### config.mk
export PLATFORM = sky130hd
export DESIGN_NAME = segment_lcd_number_renderer_flat
export DESIGN_NICKNAME = d
export VERILOG_FILES = /design/src/design/slcd_pkg.sv /design/src/design/slcd_if.sv /design/src/design/slcd_digits.sv /design/src/design/segment_lcd_number_renderer.sv /design/src/flat_wrapper.sv
export SDC_FILE = /design/constraint.sdc
export NUM_CORES = 1
export LEC_CHECK = 0
export ABC_AREA = 1
export BUFFER_PORTS_ARGS = -buffer_cell sky130_fd_sc_hd__clkbuf_2
export CAP_MARGIN = 15
export CORE_UTILIZATION = 40
export DETAILED_ROUTE_END_ITERATION = 10
export PLACE_DENSITY = 0.58
export SYNTH_ARGS = -nofsm -noshare
export SYNTH_HDL_FRONTEND = slang
export SYNTH_HIERARCHICAL = 1
export SYNTH_SLANG_ARGS = --single-unit
### constraint.sdc
create_clock -name clock -period 12.2 [get_ports clock]
set_input_delay 1.22 -clock clock [delete_from_list [all_inputs] [get_ports clock]]
set_output_delay 1.22 -clock clock [all_outputs]
set_load 0.005 [all_outputs]
### src/design/slcd_pkg.sv
// ----------------------------------------------------------------------------
// slcd_pkg
// Shared types, constants and the segment table of the segment LCD renderer.
// ----------------------------------------------------------------------------
package slcd_pkg;

   // command codes
   localparam logic [2:0] MODE_VALUE    = 3'd0;
   localparam logic [2:0] MODE_MEMORY   = 3'd1;
   localparam logic [2:0] MODE_ERROR    = 3'd2;
   localparam logic [2:0] MODE_ICON_ON  = 3'd3;
   localparam logic [2:0] MODE_ICON_OFF = 3'd4;
   localparam logic [2:0] MODE_BLANK    = 3'd5;

   // glyph indexes in the segment table
   localparam logic [3:0] DIGIT_BLANK = 4'd11;
   localparam logic [3:0] GLYPH_A     = 4'd12;
   localparam logic [3:0] GLYPH_B     = 4'd13;

   localparam logic signed [15:0] VALUE_MAX  = 16'sd9999;
   localparam logic signed [15:0] MEMORY_MAX = 16'sd99;

   localparam logic [31:0] DP_BIT        = 32'h0008_0000;
   localparam logic [31:0] MEM_W0_KEEP   = 32'hFFFF_F80F;
   localparam logic [31:0] MEM_W1_KEEP   = 32'hFFFF_FF80;

   // reciprocal multipliers for division by 10, 100 and 1000 of values below 10000
   localparam logic [13:0] RECIP_10    = 14'd6554;
   localparam int          SHIFT_10    = 16;
   localparam logic [13:0] RECIP_100   = 14'd5243;
   localparam int          SHIFT_100   = 19;
   localparam logic [13:0] RECIP_1000  = 14'd8389;
   localparam int          SHIFT_1000  = 23;

   localparam int NUM_ICONS = 14;

   typedef logic [3:0][31:0] glass_words_type;

   // stage 1 result: digit indexes to pack plus the memory-mode patch
   typedef struct packed {
      logic [2:0]  mode;
      logic [3:0]  dig_a;
      logic [3:0]  dig_b;
      logic [3:0]  dig_c;
      logic [3:0]  dig_d;
      logic        mem_ok;
      logic [3:0]  mem_units;
      logic [3:0]  mem_tens;
      logic [13:0] icon_mask;
   } digits_type;

   function automatic logic [15:0] seg_code(input logic [3:0] idx);
      logic [15:0] code;
      case (idx)
         4'd0:    code = 16'h050F;
         4'd1:    code = 16'h0006;
         4'd2:    code = 16'h060B;
         4'd3:    code = 16'h020F;
         4'd4:    code = 16'h0306;
         4'd5:    code = 16'h030D;
         4'd6:    code = 16'h070D;
         4'd7:    code = 16'h0007;
         4'd8:    code = 16'h070F;
         4'd9:    code = 16'h030F;
         4'd10:   code = 16'h0008;
         4'd11:   code = 16'h0000;
         4'd12:   code = 16'h0709;
         4'd13:   code = 16'h0707;
         default: code = 16'h050F;  // 14 wraps to 0
      endcase
      return code;
   endfunction

   function automatic logic [1:0] icon_word(input int idx);
      logic [1:0] w;
      case (idx)
         4, 7:           w = 2'd1;
         5, 8:           w = 2'd2;
         9, 10, 11, 12, 13: w = 2'd3;
         default:        w = 2'd0;
      endcase
      return w;
   endfunction

   function automatic logic [31:0] icon_bit(input int idx);
      logic [31:0] b;
      case (idx)
         0:       b = 32'h0000_0008;
         1:       b = 32'h0000_0004;
         2:       b = 32'h0000_0002;
         3:       b = 32'h0000_0001;
         5:       b = 32'h0000_0008;
         7, 9:    b = 32'h0000_0800;
         11:      b = 32'h0004_0000;
         12:      b = 32'h0002_0000;
         13:      b = 32'h0001_0000;
         default: b = 32'h0008_0000;
      endcase
      return b;
   endfunction

   // glass layout of four digits, a lowest
   function automatic glass_words_type pack_digits(input logic [3:0] a, input logic [3:0] b,
                                                   input logic [3:0] c, input logic [3:0] d);
      logic [15:0]     ca;
      logic [15:0]     cb;
      logic [15:0]     cc;
      logic [15:0]     cd;
      glass_words_type w;
      ca = seg_code(a);
      cb = seg_code(b);
      cc = seg_code(c);
      cd = seg_code(d);
      w[0] = {ca[7:0], 24'h0};
      w[1] = {cb[7:0], ca[15:8], 16'h0};
      w[2] = {cd[7:0], cc, cb[15:8]};
      w[3] = {8'h0, cd[15:8], 16'h0};
      return w;
   endfunction

endpackage

### src/design/slcd_if.sv
// ----------------------------------------------------------------------------
// slcd channel interfaces
// Command and glass-word channels, valid/ready handshake.
// ----------------------------------------------------------------------------
interface slcd_req_if;
   logic               valid;
   logic               ready;
   logic [2:0]         mode;
   logic signed [15:0] number_in;
   logic [13:0]        icon_mask;

   modport source (output valid, output mode, output number_in, output icon_mask,
                   input ready);
   modport sink   (input valid, input mode, input number_in, input icon_mask,
                   output ready);
endinterface

interface slcd_rsp_if;
   logic        valid;
   logic        ready;
   logic [31:0] glass_word0;
   logic [31:0] glass_word1;
   logic [31:0] glass_word2;
   logic [31:0] glass_word3;

   modport source (output valid, output glass_word0, output glass_word1,
                   output glass_word2, output glass_word3, input ready);
   modport sink   (input valid, input glass_word0, input glass_word1,
                   input glass_word2, input glass_word3, output ready);
endinterface

### src/design/slcd_digits.sv
// ----------------------------------------------------------------------------
// slcd_digits
// Splits a command's number into decimal digits and picks the glyphs to pack.
// ----------------------------------------------------------------------------
module slcd_digits (
   input  logic [2:0]         mode,
   input  logic signed [15:0] number_in,
   input  logic [13:0]        icon_mask,
   output slcd_pkg::digits_type digits
);
   import slcd_pkg::*;

   logic [13:0] v;
   logic [27:0] prod_10;
   logic [27:0] prod_100;
   logic [27:0] prod_1000;
   logic [9:0]  q1;
   logic [6:0]  q2;
   logic [3:0]  q3;
   logic [3:0]  d0;
   logic [3:0]  d1;
   logic [3:0]  d2;
   logic        value_ok;

   assign v         = number_in[13:0];
   assign prod_10   = 28'(v) * 28'(RECIP_10);
   assign prod_100  = 28'(v) * 28'(RECIP_100);
   assign prod_1000 = 28'(v) * 28'(RECIP_1000);
   assign q1 = prod_10[SHIFT_10 +: 10];
   assign q2 = prod_100[SHIFT_100 +: 7];
   assign q3 = prod_1000[SHIFT_1000 +: 4];

   // remainders are below ten, so the low nibble is exact
   assign d0 = 4'(v - 14'(q1) * 14'd10);
   assign d1 = 4'(q1 - 10'(q2) * 10'd10);
   assign d2 = 4'(q2 - 7'(q3) * 7'd10);

   assign value_ok = !number_in[15] && (number_in <= VALUE_MAX);

   always_comb begin
      digits.mode      = mode;
      digits.icon_mask = icon_mask;
      digits.mem_ok    = !number_in[15] && (number_in <= MEMORY_MAX);
      digits.mem_units = d0;
      digits.mem_tens  = q1[3:0];
      if (mode == MODE_ERROR) begin
         digits.dig_a = GLYPH_B;
         digits.dig_b = GLYPH_B;
         digits.dig_c = GLYPH_A;
         digits.dig_d = DIGIT_BLANK;
      end else if (!value_ok) begin
         digits.dig_a = DIGIT_BLANK;
         digits.dig_b = GLYPH_B;
         digits.dig_c = GLYPH_B;
         digits.dig_d = GLYPH_A;
      end else begin
         // blank the two upper leading zeros
         digits.dig_a = d0;
         digits.dig_b = d1;
         digits.dig_c = (q3 == 4'd0 && d2 == 4'd0) ? DIGIT_BLANK : d2;
         digits.dig_d = (q3 == 4'd0) ? DIGIT_BLANK : q3;
      end
   end

endmodule

### src/design/segment_lcd_number_renderer.sv
// ----------------------------------------------------------------------------
// segment_lcd_number_renderer
// Renders display commands into four glass words over a kept LCD shadow.
// ----------------------------------------------------------------------------
// Usage:
//   req_ch carries one command item (mode, number_in, icon_mask); rsp_ch
//   returns one item of four glass words for every command, in order.
//   Two register stages: the command is split into digits and latched,
//   then the shadow is updated and the glass words are latched, and
//   rsp_ch valid comes from the result register; one item is accepted
//   every cycle while rsp_ch keeps taking results.
//   The shadow is updated when an item enters the result register, so
//   back-to-back commands see each other's effect.
//   Reset clears the shadow to all zero and empties both stages.
//   When the receiver stalls, the result holds, the digit stage fills,
//   and req_ch ready drops until the result is taken.
//   Blank mode outputs zeros and keeps the shadow; modes 6 and 7 output
//   the shadow unchanged.
// ----------------------------------------------------------------------------
module segment_lcd_number_renderer (
   input  logic       clock,
   input  logic       reset,
   slcd_req_if.sink   req_ch,
   slcd_rsp_if.source rsp_ch
);
   import slcd_pkg::*;

   digits_type      digits;
   digits_type      s1_ff;
   logic            s1_valid_ff;
   logic            rsp_valid_ff;
   glass_words_type shadow_ff;
   glass_words_type shadow_in;
   glass_words_type rsp_words_ff;
   glass_words_type rsp_words_in;
   glass_words_type packed_words;
   glass_words_type icon_bits;
   logic            out_free;
   logic            s2_take;
   logic            s1_free;

   slcd_digits u_digits (
      .mode      (req_ch.mode),
      .number_in (req_ch.number_in),
      .icon_mask (req_ch.icon_mask),
      .digits    (digits)
   );

   assign out_free     = !rsp_valid_ff || rsp_ch.ready;
   assign s2_take      = s1_valid_ff && out_free;
   assign s1_free      = !s1_valid_ff || s2_take;
   assign req_ch.ready = s1_free;

   assign packed_words = pack_digits(s1_ff.dig_a, s1_ff.dig_b, s1_ff.dig_c, s1_ff.dig_d);

   // per-word masks of the selected icons
   always_comb begin
      icon_bits = '0;
      for (int i = 0; i < NUM_ICONS; i++) begin
         if (s1_ff.icon_mask[i]) begin
            icon_bits[icon_word(i)] = icon_bits[icon_word(i)] | icon_bit(i);
         end
      end
   end

   always_comb begin
      shadow_in    = shadow_ff;
      rsp_words_in = '0;
      case (s1_ff.mode)
         MODE_VALUE: begin
            shadow_in    = packed_words;
            shadow_in[1] = packed_words[1] | DP_BIT;
         end
         MODE_MEMORY: begin
            if (s1_ff.mem_ok) begin
               shadow_in[0] = (shadow_ff[0] & MEM_W0_KEEP)
                            | {8'h0, seg_code(s1_ff.mem_units), 8'h0};
               shadow_in[1] = (shadow_ff[1] & MEM_W1_KEEP)
                            | {16'h0, seg_code(s1_ff.mem_tens)};
            end
         end
         MODE_ERROR: begin
            shadow_in = packed_words;
         end
         MODE_ICON_ON: begin
            for (int w = 0; w < 4; w++) begin
               shadow_in[w] = shadow_ff[w] | icon_bits[w];
            end
         end
         MODE_ICON_OFF: begin
            for (int w = 0; w < 4; w++) begin
               shadow_in[w] = shadow_ff[w] & ~icon_bits[w];
            end
         end
         default: begin
            shadow_in = shadow_ff;
         end
      endcase
      if (s1_ff.mode != MODE_BLANK) begin
         rsp_words_in = shadow_in;
      end
   end

   always_ff @(posedge clock) begin
      if (reset) begin
         s1_valid_ff  <= 1'b0;
         rsp_valid_ff <= 1'b0;
         shadow_ff    <= '0;
      end else begin
         if (s1_free) begin
            s1_valid_ff <= req_ch.valid;
         end
         if (out_free) begin
            rsp_valid_ff <= s1_valid_ff;
         end
         if (s2_take) begin
            shadow_ff <= shadow_in;
         end
      end
   end

   always_ff @(posedge clock) begin
      if (s1_free && req_ch.valid) begin
         s1_ff <= digits;
      end
      if (s2_take) begin
         rsp_words_ff <= rsp_words_in;
      end
   end

   assign rsp_ch.valid       = rsp_valid_ff;
   assign rsp_ch.glass_word0 = rsp_words_ff[0];
   assign rsp_ch.glass_word1 = rsp_words_ff[1];
   assign rsp_ch.glass_word2 = rsp_words_ff[2];
   assign rsp_ch.glass_word3 = rsp_words_ff[3];

endmodule
### src/flat_wrapper.sv
// flat-port wrapper written by rule: the top's interface ports become plain ports
module segment_lcd_number_renderer_flat import slcd_pkg::*;
  (clock, reset, req_ch_valid, req_ch_mode, req_ch_number_in, req_ch_icon_mask, req_ch_ready, rsp_ch_valid, rsp_ch_glass_word0, rsp_ch_glass_word1, rsp_ch_glass_word2, rsp_ch_glass_word3, rsp_ch_ready);
  slcd_req_if req_ch_i ();
  slcd_rsp_if rsp_ch_i ();
  input  logic clock;
  input  logic reset;
  input wire logic [$bits(req_ch_i.valid)-1:0] req_ch_valid;
  input wire logic [$bits(req_ch_i.mode)-1:0] req_ch_mode;
  input wire logic [$bits(req_ch_i.number_in)-1:0] req_ch_number_in;
  input wire logic [$bits(req_ch_i.icon_mask)-1:0] req_ch_icon_mask;
  output wire logic [$bits(req_ch_i.ready)-1:0] req_ch_ready;
  output wire logic [$bits(rsp_ch_i.valid)-1:0] rsp_ch_valid;
  output wire logic [$bits(rsp_ch_i.glass_word0)-1:0] rsp_ch_glass_word0;
  output wire logic [$bits(rsp_ch_i.glass_word1)-1:0] rsp_ch_glass_word1;
  output wire logic [$bits(rsp_ch_i.glass_word2)-1:0] rsp_ch_glass_word2;
  output wire logic [$bits(rsp_ch_i.glass_word3)-1:0] rsp_ch_glass_word3;
  input wire logic [$bits(rsp_ch_i.ready)-1:0] rsp_ch_ready;
  assign req_ch_i.valid = req_ch_valid;
  assign req_ch_i.mode = req_ch_mode;
  assign req_ch_i.number_in = req_ch_number_in;
  assign req_ch_i.icon_mask = req_ch_icon_mask;
  assign req_ch_ready = req_ch_i.ready;
  assign rsp_ch_valid = rsp_ch_i.valid;
  assign rsp_ch_glass_word0 = rsp_ch_i.glass_word0;
  assign rsp_ch_glass_word1 = rsp_ch_i.glass_word1;
  assign rsp_ch_glass_word2 = rsp_ch_i.glass_word2;
  assign rsp_ch_glass_word3 = rsp_ch_i.glass_word3;
  assign rsp_ch_i.ready = rsp_ch_ready;
  segment_lcd_number_renderer u_core (.clock(clock), .reset(reset), .req_ch(req_ch_i), .rsp_ch(rsp_ch_i));
endmodule
==> out/metrics.csv <==
stage;metric;value;unit
cts;root_buffer;clkbuf_16;
power_and_ir_drop;peakVddDrop;0.154;mV
cts;cts_setup_buffers;0;
finish;multi_input_area;11000;µm²
critical_path;crit_path_top_delay_cell;fa_1;
finish;design_area;24500;µm²
critical_path;r2r_cells;6;
cts;clock_latency;0.52;ns
yosys;synth_area;22100;µm²
placement;pre_cts_ws;3.85;ns
cts;hold_buffers;0;
drt;drtIter0Drc;783;
timing;fin_worst_skew;0.0196;ns
finish;diodes;0;
cts;htree_levels;2;
critical_path;cp_max_fo;14;
critical_path;critPathBufInv;7;
critical_path;path_class;input pin to flop;
floorplan;die_height;237;µm
worst_hold_path;hp-class;flop to flop;
critical_path;max_stage_delay;0.53;ns
drt;wl;53100;µm
timing;finalSetupTns;0;ns
finish;instances_no_fill;3377;
finish;mostFrequentLayoutCells;548 x inv_1, 466 x nand2_1, 228 x ha_1;
yosys;yosys_warnings;6;
critical_path;path_delay_family;adder cells;
power_and_ir_drop;power_leakage;12.4;nW
timing;slew_violations;0;
yosys;yosysSeqAreaShare;38.7;%
yosys;synth.avg_cell_area;8.72;µm²
power_and_ir_drop;p_sw;2.35;mW
global_route;grt_pass1_vias;16300;
global_route;grt.overflow.total;0;
finish;final_common_cell;inv_1;
global_route;grt_first_pass_wirelength;85400;µm
placement;dp_hpwl;40900;µm
critical_path;reg2reg_from;u_core/rsp_ch.valid$_SDFFE_PP0P_;
global_route;grtUsageTotal;19.1;%
worst_hold_path;hold_path_depth;2;
timing;finalSetupViolCount;0;
timing;timing_hold_violations_final;0;
timing;tightest_slew;1.07;ns
critical_path;cp.required;12.59;ns
timing;period_share;64.4;%
yosys;synth_nets;2927;
timing;relSlewSlack;28.8;%
worst_hold_path;min_to;u_core/shadow_ff[38]$_SDFFE_PP0P_;
worst_hold_path;worstHoldStart;u_core/shadow_ff[38]$_SDFFE_PP0P_;
global_route;antenna_found_initial;0;
floorplan;die_w;237;µm
placement;gp_congestion;0.933;
drt;remaining_drc_errors;0;
floorplan;io-pin-count;167;
finish;fill_cells;5256;
power_and_ir_drop;p_int;3.03;mW
drt;drtPass1Iterations;5;
cts;tritoncts;yes;
cts;cts_buffers;35;
critical_path;endpoint_kind;flop;
power_and_ir_drop;power_density;219;nW/µm²
power_and_ir_drop;power.share.clock;19.8;%
cts;clockBufferDepth;3;
flow_run;cap_violations;0;
timing;min_period;7.85;ns
drt;post_drt_wl_per_cell;15.7;µm
timing;setup_ws;4.35;ns
finish;seq_area;8550;µm²
floorplan;start_util;40.8;%
yosys;syn_inst;2532;
status;status;finished, final reports clean;
drt;vias;16400;
timing;rsz0062_at_grt;false;
floorplan;fp.coreArea;54100;µm²
power_and_ir_drop;switching_share;43.7;%
cts;clk_pin_slew;0.06;ns
cts;post_cts_resized;0;
critical_path;cp.arrival;8.24;ns
placement;placed_cells;3313;
yosys;ys_seq_elements;342;
floorplan;dieArea;56100;µm²
yosys;synth_cell_type_count;43;
finish;drive_gt1_share;10.0;%
drt;ant_nets;0;
finish;final_nets;3051;
critical_path;reg2reg_slack;9.15;ns
global_route;grt_start_max_net_pins;119;
power_and_ir_drop;pwr-share-comb;53.5;%
floorplan;num_rows;85;
placement;placed_cell_area;23400;µm²
placement;io_buffers;166;
finish;area_growth;11.1;%
cts;cts_sinks;342;
timing;fmax;127;MHz
critical_path;crit_path_start_kind;input pin;
critical_path;rr_endpoint;u_core/shadow_ff[36]$_SDFFE_PP0P_;
drt;avgViaCountPerCell;4.86;
power_and_ir_drop;sequentialPowerShare;26.7;%
-- logic make-up after synthesis --
kind of cell | after synthesis | synth area share, %
compound gates | 244 | 6.42
xor+xnor | 20 | 0.794
fa+ha+maj | 358 | 24.7
buf+inv | 644 | 11.6
flops | 342 | 38.7
simple gates | 924 | 17.7
-- cells in the mapped netlist (all sizes together) --
cell | instances | area share (%)
a211oi | 50 | 1.7
a21boi | 1 | 0.034
a21o | 2 | 0.068
a21oi | 73 | 1.7
a31oi | 1 | 0.028
and2 | 1 | 0.028
and3 | 1 | 0.028
buf | 72 | 1.9
clkbuf | 16 | 0.27
dfxtp | 172 | 16
edfxtp | 170 | 23
fa | 130 | 12
ha | 228 | 13
inv | 556 | 9.5
nand2 | 484 | 8.5
nand3 | 164 | 3.8
nand3b | 11 | 0.37
nand4 | 14 | 0.43
nor2 | 228 | 4.0
nor3 | 20 | 0.48
nor4 | 1 | 0.028
o2111a | 1 | 0.051
o2111ai | 1 | 0.040
o211ai | 9 | 0.31
o21ai | 94 | 2.1
o21bai | 5 | 0.17
o22ai | 7 | 0.20
xnor2 | 9 | 0.36
xor2 | 11 | 0.44
-- layer usage --
metal | track usage [%] | share of wire, % | wire (µm)
met1 | 25.4 | 46 | 24400
met2 | 32.3 | 47 | 25000
met3 | 2.40 | 4.4 | 2360
met4 | 5.77 | 2.6 | 1370
met5 | 0 | 0 | 0
-- worst min-delay path: cells and delay by family, from the launching register on --
kind | cells | cell delay (ns)
buffers and inverters | 1 | 0.06
and+or+nand+nor | 1 | 0.05
DFF | 1 | 0.30
-- metrics by stage --
| step | hold WS (ns) | utilization [%] | total power [mW] |
|---|---|---|---|
| 5_1_grt | 0.466 | 45.3 | 5.88 |
| 3_5_place_dp | 0.442 | 43.1 | 4.32 |
| 6_report | 0.448 | 45.3 | 5.38 |
| 3_3_place_gp | 0.437 | 43.1 | 4.27 |
| 4_1_cts | 0.452 | 45.3 | 5.41 |
| 2_1_floorplan | 0.425 | - | 3.51 |
-- final cells by class --
cell class	instances	area share [%]
Clock buffer	46	3.99
Clock inverter	16	0.694
Inverter	556	8.53
Multi-Input combinational cell	1546	44.7
Sequential cell	342	34.8
Tap cell	696	3.55
Timing Repair Buffer	175	3.71
-- power by group through the flow --
stage / clock network, mW / logic [mW] / registers, mW
floorplan: 0 / 2.06 / 1.45
global placement: 0 / 2.81 / 1.46
detailed placement: 0 / 2.86 / 1.46
CTS: 1.10 / 2.88 / 1.44
global route: 1.14 / 3.29 / 1.45
finish: 1.06 / 2.88 / 1.44
-- sequential cells by signal, indices dropped and copies added (netlist names), named ones only --
register                   cells
u_core/shadow_ff             128
u_core/s1_ff                  42
u_core/rsp_ch.glass_word0     32
u_core/rsp_ch.glass_word1     32
u_core/rsp_ch.glass_word2     32
u_core/rsp_ch.glass_word3     32
u_core/packed_words           28
u_core/rsp_ch.valid            1
u_core/s1_valid_ff             1
-- worst max-delay path by stage --
stage                              start                               to  slack [ns]  cells past startpoint
finish              req_ch_number_in[12]  u_core/packed_words[73]$_DFF_P_        4.35                     37
global route        req_ch_number_in[12]  u_core/packed_words[81]$_DFF_P_        3.88                     38
CTS                 req_ch_number_in[12]  u_core/packed_words[73]$_DFF_P_        4.38                     37
detailed placement  req_ch_number_in[12]  u_core/packed_words[73]$_DFF_P_        3.85                     37
global placement     req_ch_number_in[7]  u_core/packed_words[25]$_DFF_P_        3.96                     25
floorplan            req_ch_number_in[8]  u_core/packed_words[73]$_DFF_P_        5.10                     35
(Power assumes the default switching activity.)
